**config.mk**
```make
export PLATFORM = sky130hd
export DESIGN_NAME = bpec_front
export DESIGN_NICKNAME = d
export VERILOG_FILES = /design/src/ball_pair_elastic_collision_core_macros.svh /design/src/bpec_pkg.sv /design/src/bpec_front.sv
export SDC_FILE = /design/constraint.sdc
export NUM_CORES = 2
export LEC_CHECK = 0
export ABC_AREA = 0
export BUFFER_PORTS_ARGS = -buffer_cell sky130_fd_sc_hd__buf_2
export CAP_MARGIN = 20
export CORE_ASPECT_RATIO = 1.75
export CORE_MARGIN = 2
export CORE_UTILIZATION = 42
export CTS_CLUSTER_DIAMETER = 50
export DETAILED_ROUTE_END_ITERATION = 8
export SYNTH_ARGS = -nofsm -noshare
export SYNTH_HDL_FRONTEND = slang
export SYNTH_SLANG_ARGS = --single-unit
```
**constraint.sdc**
```tcl
create_clock -name clk -period 73.7 [get_ports clk]
set_clock_uncertainty 0.1 [all_clocks]
set_input_delay 14.74 -clock clk [delete_from_list [all_inputs] [get_ports clk]]
set_output_delay 14.74 -clock clk [all_outputs]
set_load 0.02 [all_outputs]
```
**src/ball_pair_elastic_collision_core_macros.svh**
```systemverilog
// assertion macros for the elastic collision core
// used by the top level only; expects clk and rst_n in scope
`ifndef BALL_PAIR_ELASTIC_COLLISION_CORE_MACROS_SVH
`define BALL_PAIR_ELASTIC_COLLISION_CORE_MACROS_SVH
`ifndef NO_ASSERTIONS
`define BPEC_ASSERT_IMPL(lbl, a, b) \
  lbl: assert property (@(posedge clk) disable iff (!rst_n) (a) |-> (b)) \
    else $error("bpec: same-cycle check failed");
`define BPEC_ASSERT_NEXT(lbl, a, b) \
  lbl: assert property (@(posedge clk) disable iff (!rst_n) (a) |=> (b)) \
    else $error("bpec: next-cycle check failed");
`else
`define BPEC_ASSERT_IMPL(lbl, a, b)
`define BPEC_ASSERT_NEXT(lbl, a, b)
`endif
`endif

```
**src/bpec_pkg.sv**
```systemverilog
// types, widths and helpers shared by the elastic collision core
// no dependencies
package bpec_pkg;

  localparam int POS_W    = 12;
  localparam int VEL_W    = 32;
  localparam int MASS_W   = 16;
  localparam int RAD_W    = 10;
  localparam int DIFF_W   = POS_W + 1;
  localparam int SQ_W     = 2 * POS_W;
  localparam int D2_W     = SQ_W + 1;
  localparam int RS_W     = RAD_W + 1;
  localparam int RS2_W    = 2 * RS_W;
  localparam int DV_W     = VEL_W + 1;
  localparam int PP_W     = DV_W + DIFF_W;
  localparam int P_W      = PP_W + 1;
  localparam int N_W      = P_W + DIFF_W - 1;
  localparam int NMAG_W   = N_W - 1;
  localparam int Q1_W     = 34;
  localparam int A_W      = Q1_W;
  localparam int K_W      = MASS_W + 1;
  localparam int MSUM_W   = MASS_W + 1;
  localparam int AK_W     = A_W + K_W;
  localparam int AKMAG_W  = AK_W - 1;
  localparam int Q2_W     = 34;
  localparam int C_W      = Q2_W + 1;
  localparam int SUM_W    = C_W + 1;
  localparam int D1_LANES = 2;
  localparam int D2_LANES = 4;

  typedef struct packed {
    logic [POS_W-1:0]         first_pos_x;
    logic [POS_W-1:0]         first_pos_y;
    logic [POS_W-1:0]         second_pos_x;
    logic [POS_W-1:0]         second_pos_y;
    logic signed [VEL_W-1:0]  first_vel_x;
    logic signed [VEL_W-1:0]  first_vel_y;
    logic signed [VEL_W-1:0]  second_vel_x;
    logic signed [VEL_W-1:0]  second_vel_y;
    logic [MASS_W-1:0]        first_mass;
    logic [MASS_W-1:0]        second_mass;
    logic [RAD_W-1:0]         first_radius;
    logic [RAD_W-1:0]         second_radius;
  } in_item_t;

  typedef struct packed {
    logic                     collided;
    logic                     coincident;
    logic signed [VEL_W-1:0]  new_first_vel_x;
    logic signed [VEL_W-1:0]  new_first_vel_y;
    logic signed [VEL_W-1:0]  new_second_vel_x;
    logic signed [VEL_W-1:0]  new_second_vel_y;
  } out_item_t;

  // velocities and verdict carried down the back end
  typedef struct packed {
    logic signed [VEL_W-1:0]  v1x;
    logic signed [VEL_W-1:0]  v1y;
    logic signed [VEL_W-1:0]  v2x;
    logic signed [VEL_W-1:0]  v2y;
    logic                     hit;
    logic                     same;
    logic                     apply;
  } base_t;

  // classified pair as queued between front and back
  typedef struct packed {
    base_t                    base;
    logic signed [DIFF_W-1:0] dx;
    logic signed [DIFF_W-1:0] dy;
    logic [D2_W-1:0]          d2;
    logic [MASS_W-1:0]        m1;
    logic [MASS_W-1:0]        m2;
  } pair_t;

  typedef struct packed {
    base_t                    base;
    logic [MASS_W-1:0]        m1;
    logic [MASS_W-1:0]        m2;
    logic                     neg_x;
    logic                     neg_y;
  } d1_side_t;

  typedef struct packed {
    base_t                    base;
    logic [D2_LANES-1:0]      neg;
  } d2_side_t;

  function automatic logic signed [VEL_W-1:0] sat_vel(input logic signed [SUM_W-1:0] v);
    logic [SUM_W-VEL_W:0] top;
    top = v[SUM_W-1:VEL_W-1];
    if (top == '0 || top == '1) begin
      return v[VEL_W-1:0];
    end else if (v[SUM_W-1]) begin
      return {1'b1, {(VEL_W-1){1'b0}}};
    end else begin
      return {1'b0, {(VEL_W-1){1'b1}}};
    end
  endfunction

endpackage

```
**src/bpec_front.sv**
```systemverilog
// front end: takes a pair, forms the centre difference and overlap verdict
// depends on bpec_pkg; feeds the queue
module bpec_front import bpec_pkg::*; (
  input  logic     clk,
  input  logic     rst_n,
  input  logic     in_valid,
  output logic     in_stall,
  input  in_item_t in_data,
  output logic     push_v,
  output pair_t    push_item,
  input  logic     fifo_full
);

  logic [2:0] v_r;
  logic       en;
  pair_t      f1_pair_r, f2_pair_r, f3_pair_r;
  pair_t      f1_pair_nxt, f3_pair_nxt;
  logic [RS_W-1:0]  f1_rs_r;
  logic [SQ_W-1:0]  f2_dx2_r, f2_dy2_r;
  logic [RS2_W-1:0] f2_rs2_r;
  logic [SQ_W-1:0]  dx2_nxt, dy2_nxt;
  logic [D2_W-1:0]  d2;
  logic signed [2*DIFF_W-1:0] dxx, dyy;

  assign en        = !(v_r[2] && fifo_full);
  assign in_stall  = !en;
  assign push_v    = v_r[2] && !fifo_full;
  assign push_item = f3_pair_r;

  always_comb begin
    f1_pair_nxt            = '0;
    f1_pair_nxt.base.v1x   = in_data.first_vel_x;
    f1_pair_nxt.base.v1y   = in_data.first_vel_y;
    f1_pair_nxt.base.v2x   = in_data.second_vel_x;
    f1_pair_nxt.base.v2y   = in_data.second_vel_y;
    f1_pair_nxt.m1         = in_data.first_mass;
    f1_pair_nxt.m2         = in_data.second_mass;
    f1_pair_nxt.dx = $signed({1'b0, in_data.first_pos_x}) - $signed({1'b0, in_data.second_pos_x});
    f1_pair_nxt.dy = $signed({1'b0, in_data.first_pos_y}) - $signed({1'b0, in_data.second_pos_y});
  end

  always_comb begin
    dxx     = (2*DIFF_W)'(f1_pair_r.dx) * (2*DIFF_W)'(f1_pair_r.dx);
    dyy     = (2*DIFF_W)'(f1_pair_r.dy) * (2*DIFF_W)'(f1_pair_r.dy);
    dx2_nxt = dxx[SQ_W-1:0];
    dy2_nxt = dyy[SQ_W-1:0];
  end

  always_comb begin
    d2                     = D2_W'(f2_dx2_r) + D2_W'(f2_dy2_r);
    f3_pair_nxt            = f2_pair_r;
    f3_pair_nxt.d2         = d2;
    f3_pair_nxt.base.hit   = D2_W'(f2_rs2_r) > d2;
    f3_pair_nxt.base.same  = f3_pair_nxt.base.hit && (d2 == '0);
    // both masses zero leaves velocities alone
    f3_pair_nxt.base.apply = f3_pair_nxt.base.hit && (d2 != '0)
                             && ((f2_pair_r.m1 | f2_pair_r.m2) != '0);
  end

  always_ff @(posedge clk) begin
    if (!rst_n) begin
      v_r <= '0;
    end else if (en) begin
      v_r <= {v_r[1:0], in_valid};
    end
  end

  always_ff @(posedge clk) begin
    if (en) begin
      f1_pair_r <= f1_pair_nxt;
      f1_rs_r   <= RS_W'(in_data.first_radius) + RS_W'(in_data.second_radius);
      f2_pair_r <= f1_pair_r;
      f2_dx2_r  <= dx2_nxt;
      f2_dy2_r  <= dy2_nxt;
      f2_rs2_r  <= RS2_W'(f1_rs_r) * RS2_W'(f1_rs_r);
      f3_pair_r <= f3_pair_nxt;
    end
  end

endmodule

```
Word-level counts from Yosys, hierarchy flattened
Cells that the tools add are included.
- input bits: 232
- flip-flop bits (word level): 670
- output and inout bits: 216
- multipliers: 3
- reductions and logical operators: 9
- add/subtract/negate cells: 4
- $lt $le $gt $ge: 1
- bitwise gates (word level): 1
- operator list (kind ; count):
    $mul A13 B13 Y24 ; 2
    $sub A12 B12 Y13 ; 2
    $add A24 B24 Y25 ; 1
    $gt A22 B25 Y1 ; 1
    $logic_not A25 Y1 ; 1
    $reduce_bool A25 Y1 ; 1
    $mul A11 B11 Y22 ; 1
    $or A16 B16 Y16 ; 1
    $reduce_bool A16 Y1 ; 1
    $add A10 B10 Y11 ; 1
    $logic_and A1 B1 Y1 ; 5
    $logic_not A1 Y1 ; 1

Longest topological paths before layout
- depth after elaboration: 4
- depth in mapped cells: 23
- depth with buffers taken out: 22

Worst setup path before layout
No wires, ideal clock.
- path kind: input -> output
- from: input fifo_full
- to: output in_stall
- data arrival time: 31741 ps
- path slack: 27119 ps
- data required time: 58860 ps
- buffers on the path: 0
- cell stages on the path: 2
- cells stage by stage: nand2_1 -> inv_1
- cells in the longest elaborated chain, start to end: 1
- ends and longest elaborated chain (what ; RTL line ; source):
    start, declared ; bpec_front.sv:11 ; input logic fifo_full
    $logic_and A1 B1 Y1 ; bpec_front.sv:25 ; assign en = !(v_r[2] && fifo_full);
    end, declared ; bpec_front.sv:7 ; output logic in_stall,
No other way between the ends.

Worst setup path in the final report
Same ends and word-level chain as after synthesis.

==> summary.txt <==
Critical-path top delay cell - nand2_4
HP Class - flop to flop
Final Hold Vio Count - 0
sequential share of the synthesized area - 54.2%
DP Cell Count - 4,171
Die W - 228 um
final net count - 3,911
EDFF count, synth - 662
library cells used by synthesis - 58
Setup crit start kind - input pin
CTS resizes - 0
Placed Instance Area - 40,400 sq um
leading cell type in the layout, fill and taps excluded - edfxtp_1
setup TNS - 0 ns
final std cells w/o fill - 4,303
Yosys top cell area share - 54.1%
Met2 Routed Length - 41.1 mm
drt total wl - 76.8 mm
ratio of cells with drive above 1 in the final layout - 18.6%
1st-iter DRT viols - 1,135
hold path cells - 0
Min Clock Period, post-route - 30.75 ns
Slew headroom - 25.3%
ANT nets after route - 0
first-pass GRT wire length - 119 mm
Cells after Synth - 2,601
max layer used - met5
Placement Rows - 143
number of clock sinks - 665
largest cells by area after synthesis - edfxtp_1, fa_1, ha_1
fin crit share - 41.7%
most used cell, CP - buf_2
total core area - 86,800 sq um
Data required, critical path - 58.86 ns
fin area - 42,700 sq um
Clock Root Buffer - clkbuf_16
Clock transition at path regs - 0.06 ns
initial antenna violation count - 12
Ports - 448
Mapped Area - 36,800 sq um
worst r2r path cells - 20
CTS tree - built
CP max stage delay - 0.59 ns
PortBufs - 447
Max Fanout on Critical Path - 57
Post-Syn Nets - 3,432
Pre-antenna DRT Iters - 5
postcts setup bufs - 0
CP cell instances - buf_2 > nand2_4 > inv_1 > buf_2
crit path kind - input pin to primary output
reg2reg start - f1_pair_r[73]
reg-to-reg endpoint - f2_dx2_r[22]
Endpoint, Worst Hold - f2_pair_r[27]
arrival time worst endpoint - 15.91 ns
DIE AREA - 90,000 sq um
CTS Buf Count - 67
global placement routability congestion - 0.858
Synth Area per Inst - 14.1 sq um
HP Start - f1_pair_r[27]
Clock Tree Buf Depth - 3
Post-DP HPWL - 58.8 mm
cts hold-fix bufs - 0
fmax - 32.5 MHz
largest net degree at the start of global routing - 195
final setup vio count - 0
Max-Cap Viols - 0
most frequent cells in the layout - edfxtp_1, inv_1, buf_2
GRT Overall Usage - 17.4%
leading area contributor after synthesis - edfxtp_1
ys flop type - edfxtp_1
Worst Tran Pin Value - 1.12 ns
status - completed
Vias/cell - 4.84
Yosys reg bits - 665
vias in the first global route - 22,639
Skew-Pair Late Insertion Delay - 0.66 ns
Slew Limit Fails - 0
Die Y - 395 um
YS warnings - 0
Post-synth ARST share - 0%
routed len/inst - 17.9 um
CTS H-tree lvls - 3
FF-to-FF setup slack - 67.11 ns
wl on met1 - 27.6 mm
residual overflow from global routing - 0
detailed-route via count - 20,818
endpoint type of the worst setup path - primary output
RSZ-0062 raised after global routing - no
area grow syn2layout - 16.3%
number of remaining DRC errors - 0
initial core utilization - 42.4%
WL met3 - 4.63 mm
-- layer usage --
metal	vias to the layer above	GRT usage (%)
met4	8	8.93
met1	10339	18.4
met3	169	3.42
li1	9734	-
met5	-	0
met2	568	32.1
-- kinds of logic after synthesis --
family                     after synthesis  share of synthesized area [%]
buffers and inverters                  502                           5.13
muxes                                    7                          0.197
DFF                                    665                           54.2
and+or+nand+nor                        475                           6.23
AOI/OAI and AO/OA                      224                           4.09
adders and majority gates              599                           27.0
xor gates and xnor gates               129                           3.07
-- registers in the layout (all words and copies together) (netlist names) --
register and flops:
f2_pair_r 186, f2_dx2_r 22, f2_rs2_r 21, f2_dy2_r 22, f1_pair_r 186, f1_rs_r 11, v_r 3, push_item 214
-- cells in the mapped netlist (8+ instances only) --
master	n
and2_1	75
a21o_1	34
clkbuf_1	44
nor2b_1	32
nand3_1	22
fa_1	326
ha_1	273
xnor2_1	89
nor4_1	13
a211oi_1	8
nor3_1	21
nand4_1	8
o21ai_0	44
inv_1	458
xor2_1	40
nor2_1	96
o21a_1	11
a21oi_1	55
edfxtp_1	662
and3_1	9
nand2b_1	18
o21bai_1	9
a21boi_0	11
nand2_1	164
-- stage by stage --
stage	setup slack [ns]	hold slack, ns	util (%)
6_report	42.95	0.293	49.3
4_1_cts	42.89	0.288	49.2
3_5_place_dp	42.90	0.305	46.5
2_1_floorplan	27.12	0.300	-
5_1_grt	42.82	0.288	49.2
3_3_place_gp	42.92	0.300	46.5
-- area by class of cell --
cell class              count  area, sq um
diodes                     11         27.5
clock inverters            48          656
multi-input cells        1434        14900
inverters                 458         1720
clock buffers              73         1700
fillers                  7511        44000
well taps                1160         1450
flip-flops and latches    665        19900
repair buffers            454         2300
-- worst max-delay path by stage --
stage | from | end | slack, ns | cells past startpoint
after floorplan | fifo_full | in_stall | 27.12 | 2
after global placement | fifo_full | in_stall | 42.92 | 4
after detailed placement | fifo_full | in_stall | 42.90 | 4
after CTS | fifo_full | in_stall | 42.89 | 4
after global routing | fifo_full | in_stall | 42.82 | 4
final | fifo_full | in_stall | 42.95 | 4
-- critical path, delay by kind of cell --
family / cells / cell delay, ns
simple gates: 1 / 0.59
buf+inv: 3 / 0.55
Power is not shown: default switching activity piles up to over one toggle a cycle in this logic, so the estimate is an artifact.
