--- src/ball_pair_elastic_collision_core_macros.svh ---
// assertion macros for the elastic collision core
// used by the top level only; expects clk and rst_n in scope
`ifndef BALL_PAIR_ELASTIC_COLLISION_CORE_MACROS_SVH
`define BALL_PAIR_ELASTIC_COLLISION_CORE_MACROS_SVH
`ifndef NO_ASSERTIONS
`define BPEC_ASSERT_IMPL(lbl, a, b) \
  lbl: assert property (@(posedge clk) disable iff (!rst_n) (a) |-> (b)) \
    else $error("bpec: same-cycle check failed");
`define BPEC_ASSERT_NEXT(lbl, a, b) \
  lbl: assert property (@(posedge clk) disable iff (!rst_n) (a) |=> (b)) \
    else $error("bpec: next-cycle check failed");
`else
`define BPEC_ASSERT_IMPL(lbl, a, b)
`define BPEC_ASSERT_NEXT(lbl, a, b)
`endif
`endif

--- src/bpec_pkg.sv ---
// types, widths and helpers shared by the elastic collision core
// no dependencies
package bpec_pkg;

  localparam int POS_W    = 12;
  localparam int VEL_W    = 32;
  localparam int MASS_W   = 16;
  localparam int RAD_W    = 10;
  localparam int DIFF_W   = POS_W + 1;
  localparam int SQ_W     = 2 * POS_W;
  localparam int D2_W     = SQ_W + 1;
  localparam int RS_W     = RAD_W + 1;
  localparam int RS2_W    = 2 * RS_W;
  localparam int DV_W     = VEL_W + 1;
  localparam int PP_W     = DV_W + DIFF_W;
  localparam int P_W      = PP_W + 1;
  localparam int N_W      = P_W + DIFF_W - 1;
  localparam int NMAG_W   = N_W - 1;
  localparam int Q1_W     = 34;
  localparam int A_W      = Q1_W;
  localparam int K_W      = MASS_W + 1;
  localparam int MSUM_W   = MASS_W + 1;
  localparam int AK_W     = A_W + K_W;
  localparam int AKMAG_W  = AK_W - 1;
  localparam int Q2_W     = 34;
  localparam int C_W      = Q2_W + 1;
  localparam int SUM_W    = C_W + 1;
  localparam int D1_LANES = 2;
  localparam int D2_LANES = 4;

  typedef struct packed {
    logic [POS_W-1:0]         first_pos_x;
    logic [POS_W-1:0]         first_pos_y;
    logic [POS_W-1:0]         second_pos_x;
    logic [POS_W-1:0]         second_pos_y;
    logic signed [VEL_W-1:0]  first_vel_x;
    logic signed [VEL_W-1:0]  first_vel_y;
    logic signed [VEL_W-1:0]  second_vel_x;
    logic signed [VEL_W-1:0]  second_vel_y;
    logic [MASS_W-1:0]        first_mass;
    logic [MASS_W-1:0]        second_mass;
    logic [RAD_W-1:0]         first_radius;
    logic [RAD_W-1:0]         second_radius;
  } in_item_t;

  typedef struct packed {
    logic                     collided;
    logic                     coincident;
    logic signed [VEL_W-1:0]  new_first_vel_x;
    logic signed [VEL_W-1:0]  new_first_vel_y;
    logic signed [VEL_W-1:0]  new_second_vel_x;
    logic signed [VEL_W-1:0]  new_second_vel_y;
  } out_item_t;

  // velocities and verdict carried down the back end
  typedef struct packed {
    logic signed [VEL_W-1:0]  v1x;
    logic signed [VEL_W-1:0]  v1y;
    logic signed [VEL_W-1:0]  v2x;
    logic signed [VEL_W-1:0]  v2y;
    logic                     hit;
    logic                     same;
    logic                     apply;
  } base_t;

  // classified pair as queued between front and back
  typedef struct packed {
    base_t                    base;
    logic signed [DIFF_W-1:0] dx;
    logic signed [DIFF_W-1:0] dy;
    logic [D2_W-1:0]          d2;
    logic [MASS_W-1:0]        m1;
    logic [MASS_W-1:0]        m2;
  } pair_t;

  typedef struct packed {
    base_t                    base;
    logic [MASS_W-1:0]        m1;
    logic [MASS_W-1:0]        m2;
    logic                     neg_x;
    logic                     neg_y;
  } d1_side_t;

  typedef struct packed {
    base_t                    base;
    logic [D2_LANES-1:0]      neg;
  } d2_side_t;

  function automatic logic signed [VEL_W-1:0] sat_vel(input logic signed [SUM_W-1:0] v);
    logic [SUM_W-VEL_W:0] top;
    top = v[SUM_W-1:VEL_W-1];
    if (top == '0 || top == '1) begin
      return v[VEL_W-1:0];
    end else if (v[SUM_W-1]) begin
      return {1'b1, {(VEL_W-1){1'b0}}};
    end else begin
      return {1'b0, {(VEL_W-1){1'b1}}};
    end
  endfunction

endpackage

--- src/bpec_fifo.sv ---
// short queue of classified pairs between front and back
// depends on bpec_pkg
module bpec_fifo import bpec_pkg::*; #(
  parameter int DEPTH = 4
) (
  input  logic  clk,
  input  logic  rst_n,
  input  logic  push,
  input  pair_t push_item,
  output logic  full,
  input  logic  pop,
  output pair_t head,
  output logic  empty
);

  localparam int AW = $clog2(DEPTH);
  localparam int CW = $clog2(DEPTH + 1);

  pair_t          mem_r [DEPTH];
  logic [AW-1:0]  wr_ptr_r, rd_ptr_r;
  logic [CW-1:0]  cnt_r;

  assign full  = cnt_r == CW'(DEPTH);
  assign empty = cnt_r == '0;
  assign head  = mem_r[rd_ptr_r];

  always_ff @(posedge clk) begin
    if (!rst_n) begin
      wr_ptr_r <= '0;
      rd_ptr_r <= '0;
      cnt_r    <= '0;
    end else begin
      if (push) begin
        wr_ptr_r <= (wr_ptr_r == AW'(DEPTH - 1)) ? '0 : wr_ptr_r + 1'b1;
      end
      if (pop) begin
        rd_ptr_r <= (rd_ptr_r == AW'(DEPTH - 1)) ? '0 : rd_ptr_r + 1'b1;
      end
      case ({push, pop})
        2'b10:   cnt_r <= cnt_r + 1'b1;
        2'b01:   cnt_r <= cnt_r - 1'b1;
        default: cnt_r <= cnt_r;
      endcase
    end
  end

  always_ff @(posedge clk) begin
    if (push) begin
      mem_r[wr_ptr_r] <= push_item;
    end
  end

endmodule

--- config.mk ---
export PLATFORM = sky130hd
export DESIGN_NAME = bpec_fifo
export DESIGN_NICKNAME = d
export VERILOG_FILES = /design/src/ball_pair_elastic_collision_core_macros.svh /design/src/bpec_pkg.sv /design/src/bpec_fifo.sv
export SDC_FILE = /design/constraint.sdc
export NUM_CORES = 1
export LEC_CHECK = 0
export ABC_AREA = 1
export BUFFER_PORTS_ARGS = -buffer_cell sky130_fd_sc_hd__buf_2
export CORE_MARGIN = 2
export CORE_UTILIZATION = 52
export CTS_CLUSTER_DIAMETER = 40
export DETAILED_ROUTE_END_ITERATION = 8
export PLACE_DENSITY = 0.81
export SLEW_MARGIN = 30
export SYNTH_ARGS = -nofsm -noshare
export SYNTH_HDL_FRONTEND = slang
export SYNTH_SLANG_ARGS = --single-unit
--- constraint.sdc ---
create_clock -name clk -period 6.29 [get_ports clk]
set_clock_uncertainty 0.15 [all_clocks]
set_input_delay 1.258 -clock clk [delete_from_list [all_inputs] [get_ports clk]]
set_output_delay 1.258 -clock clk [all_outputs]
set_load 0.01 [all_outputs]
# ---- After elaboration in Yosys (flattened, before gate mapping)
# Memory sizes are Yosys's and may differ from the RTL's. A register that Yosys moved wholly into a read port is not among the register bits.
# Index checks and enable logic that the tools add are counted.
dict set report totals {
  register_bits 7
  ramBits 856
  inputBits 218
  out_inout_bits 216
  word_cells 22
  memories 1
}
dict set report op_classes {
  addsub 4
  n_eq_ne 5
  n_mux 7
  n_reduce_logical 2
}
# name words word_bits rd rd_ports_with_merged_regs wr line
set mem_list {}
lappend mem_list {mem_r 4 214 1 1 1 bpec_fifo.sv:19} ;# pair_t mem_r [DEPTH];
# op count
set op_table {}
lappend op_table {{2-bit 2-to-1 mux} 4}
lappend op_table {{2-bit == test, second input constant} 3}
lappend op_table {{3-bit one-hot mux with 2 select lines} 1}
lappend op_table {{2-bit by 1-bit adder with 2-bit output, second input constant} 2}
lappend op_table {{3-bit by 1-bit adder with 3-bit output, second input constant} 1}
lappend op_table {{3-bit == test, second input constant} 1}
lappend op_table {{3-bit zero test} 1}
lappend op_table {{3-bit by 1-bit subtractor with 3-bit output, second input constant} 1}
lappend op_table {{2-bit by 1-bit == test with 1-bit output, second input constant} 1}
lappend op_table {{1-bit 2-to-1 mux} 2}
lappend op_table {{2-bit nonzero test} 1}

# ---- Longest topological paths before layout
dict set report depth {
  ltp_word 4
  mapped_depth 10
  depth_no_buf 10
}

# ---- Worst setup path after synthesis
# No wires, ideal clock.
dict set report synth_path {
  kind {input to register}
  start {input port push}
  end {memory mem_r[3][0] (netlist name), enable pin}
  setup_time_ps 566
  t_arrival_ps 5403
  required_time_ps 5574
  slack_ps 171
  path_stages 2
  n_path_buf 0
  path_cell_list {nand2_1 inv_1}
}
dict set report synth_between {
  elab_chain_len 2
}
# element line
set synth_rtl {}
lappend synth_rtl {{start: declaration} bpec_fifo.sv:8} ;# input logic push,
lappend synth_rtl {{1-bit 2-to-1 mux} bpec_fifo.sv:48} ;# if (push) begin
lappend synth_rtl {{1-bit 2-to-1 mux (not written as such)} bpec_fifo.sv:49} ;# mem_r[wr_ptr_r] <= push_item;
lappend synth_rtl {{end: declaration} bpec_fifo.sv:19}
# Every way passes these cells.

==> impl_metrics.env <==
export IMPL_die_area_um2=63420
export IMPL_grt_max_degree=207
export IMPL_critPathRequiredTime_ns=4.88
export IMPL_max_stage_delay_ns=0.82
export IMPL_critPathKind="register to output pin"
export IMPL_r2r_start="wr_ptr_r[0]"
export IMPL_core_um2=60580
export IMPL_finalHoldViolations=0
export IMPL_synth_fp_nets=2354
export IMPL_grt_antenna_before_repair=24
export IMPL_die_h_um=251.8
export IMPL_cts_tree="done"
export IMPL_tightest_slew_ns=1.161
export IMPL_std_cell_rows=90
export IMPL_synthDistinctLibCells=19
export IMPL_ctsResizeCount=0
export IMPL_start_kind="register"
export IMPL_crit_buf_inv=2
export IMPL_critPathCaptureType="output pin"
export IMPL_min_period_ns=4.647
export IMPL_cap_viol_max_count=0
export IMPL_drc=0
export IMPL_io_pins=434
export IMPL_grt_pass1_wl_mm=113.8
export IMPL_syn_area_um2=31940
export IMPL_ctsHoldBuffers=0
export IMPL_clk_pin_slew_ns=0.06
export IMPL_finalSetupTns_ns=0
export IMPL_gp_congestion=0.7656
export IMPL_grt_util_met3_pct=6.995
export IMPL_ys_ff_latch=865
export IMPL_max_slew_margin_pct=22.63
export IMPL_cp_top_family="flip-flops"
export IMPL_synth_top_area_share_pct=80.48
export IMPL_nFillCells=4215
export IMPL_io_buffers=433
export IMPL_die_w_um=251.8
export IMPL_hold_path_startpoint="rd_ptr_r[0]"
export IMPL_r2r_slack_ns=3.57
export IMPL_overflow=0
export IMPL_root_buffer="clkbuf_16"
export IMPL_outcome="complete, no violations"
export IMPL_via_count=20110
export IMPL_peakVddDrop_uv=263.5
export IMPL_rr_worst_depth=5
export IMPL_met2_usage_pct=39.61
export IMPL_yosysTopAreaCell="edfxtp_1"
export IMPL_h_tree_depth=3
export IMPL_synth_area_per_cell_um2=15.00
export IMPL_grt_busiest_layer="met2"
export IMPL_r2r_end="mem_r[2][164]"
export IMPL_netlist_instances=2129
export IMPL_cts_buffers=100
export IMPL_setup_viol=0
export IMPL_track_usage_pct=23.26
export IMPL_synthTopCellsByArea="edfxtp_1 (80%), nor2_1 (5.1%), o22ai_1 (4.2%)"
export IMPL_dp_hpwl_mm=41.72
export IMPL_holdPathStages=2
export IMPL_nets=2769
export IMPL_timing_final_crit_share_pct=73.87
export IMPL_first_global_vias=20520
export IMPL_maxSlewViolCount=0
export IMPL_clock_fmax_mhz=215.2
export IMPL_ys_warn_count=0
export IMPL_clkSinkCount=865
export IMPL_initial_core_util_pct=52.72
export IMPL_crit_chain="buf_12 -> o21ai_0 -> o22ai_1 -> buf_2"
export IMPL_synthToLayoutAreaGrowth_pct=19.21
export IMPL_gr_usage_met1_pct=27.59
export IMPL_postCtsSetupRepairBufs=0
export IMPL_power_density_nw_per_um2=357.1
export IMPL_clk_latency_ns=0.65
export IMPL_layout_drive_gt1_share_pct=23.35
export IMPL_fin_cells=3430
export IMPL_hp_class="register to register"
export IMPL_seq_area_frac_synth_pct=81.04
export IMPL_dp_cells=3224
export IMPL_wl_per_cell_um=22.02
export IMPL_drt_total_wl_mm=75.52
export IMPL_clockBufferDepth=3
export IMPL_vias_per_cell=5.864
export IMPL_rsz0062_at_grt="no"
export IMPL_detail_route_iter0_violations=1988
export IMPL_cp_max_fo=206
export IMPL_ant_nets=0
export IMPL_arrival_ns=3.24
export IMPL_drtPass1Iterations=5
export IMPL_leakage_nw=13.27
export IMPL_cpMaxStageDelayCell="dfxtp_4"
## layout make-up
class	instances	area, um^2	share of cell area, %
diodes	23	57.56	0.1512
clock inverters	65	711.9	1.870
flip-flops and latches	865	25890	68.00
repair buffers	454	2425	6.368
well taps	782	978.4	2.570
multi-input cells	1105	5308	13.94
inverters	18	112.6	0.2957
clock buffers	118	2591	6.805
## flip-flops by register name, indices dropped and copies added (netlist names), named ones only
register,cells
cnt_r,3
mem_r,856
rd_ptr_r,2
wr_ptr_r,2
## placed cells by master, fill, tap and decap left out
cell type	Yosys	layout
edfxtp_1	856	856
nor2_1	433	433
buf_2	76	433
o21ai_0	217	217
o21ai_1	215	215
o22ai_1	214	214
clkbuf_16	0	101
diode_2	0	23
clkinv_2	0	19
clkbuf_1	51	17
clkinv_1	0	15
buf_4	13	13
inv_1	16	12
bufinv_16	0	12
nand2_1	8	8
clkinv_4	0	8
buf_12	0	8
dfxtp_1	9	7
inv_8	0	6
ha_1	6	6
inv_6	0	6
a21oi_1	5	5
nor3_1	4	4
dfxtp_4	0	2
clkinv_8	0	2
clkinvlp_4	0	2
nand3_1	1	1
nand4_1	1	1
fa_1	1	1
clkinv_16	0	1
## through the flow
step	utilization [%]	worst slack, ns	hold slack (ns)	total power [mW]	instance area (um^2)
after global routing	62.82	1.409	0.4307	14.02	38060
after floorplan	-	0.1711	0.3397	7.467	31940
after CTS	62.76	1.604	0.3859	13.64	38020
final	62.85	1.644	0.3858	13.60	38080
after detailed placement	57.30	2.365	0.3805	7.986	34720
after global placement	57.30	2.476	0.3502	7.925	34710
## worst max-delay path by stage
stage          startpoint     endpoint  depth (start not counted)
2_1_floorplan        push  mem_r[3][0]                          2
5_1_grt          register    head[145]                          5
3_5_place_dp     register     head[28]                          5
4_1_cts          register     head[23]                          5
3_3_place_gp     register     head[23]                          5
6_report         register    head[107]                          4
## layer usage
layer	part of all wire, %	wire [um]
met1	37	28100
met3	8.7	6583
met5	0.14	103
met4	3.3	2487
met2	51	38240
## cells by family (layout without fill, tap and decap cells)
| group | after synthesis | after routing | synth area share (%) |
|---|---|---|---|
| simple gates | 447 | 447 | 5.280 |
| flops | 865 | 865 | 81.04 |
| buf+inv | 159 | 655 | 2.343 |
| other cells | 0 | 23 | 0 |
| fa+ha+maj | 7 | 7 | 0.2977 |
| compound gates | 651 | 651 | 11.04 |
## power by group
part	total, mW	internal [mW]	switching, mW
Combinational	1.21	0.382	0.829
Clock	5.71	3.45	2.26
Sequential	6.67	6.60	0.0730
## synth_stat cells
cell / n
nor3_1: 4
fa_1: 1
inv_1: 16
buf_2: 76
o22ai_1: 214
nor2_1: 433
clkbuf_1: 51
buf_6: 1
o21ai_1: 215
o21ai_0: 217
nand2_1: 8
dfxtp_1: 9
nand3_1: 1
ha_1: 6
edfxtp_1: 856
inv_2: 2
a21oi_1: 5
buf_4: 13
nand4_1: 1
## worst reg2reg max path: cells and delay by family, from the launching register on
| kind | cells | cell delay [ns] |
|---|---|---|
| flops | 1 | 0.35 |
| buf+inv | 3 | 1.44 |
| fa+ha+maj | 1 | 0.14 |
| simple gates | 1 | 0.12 |
Power figures use the tool's default switching activity.
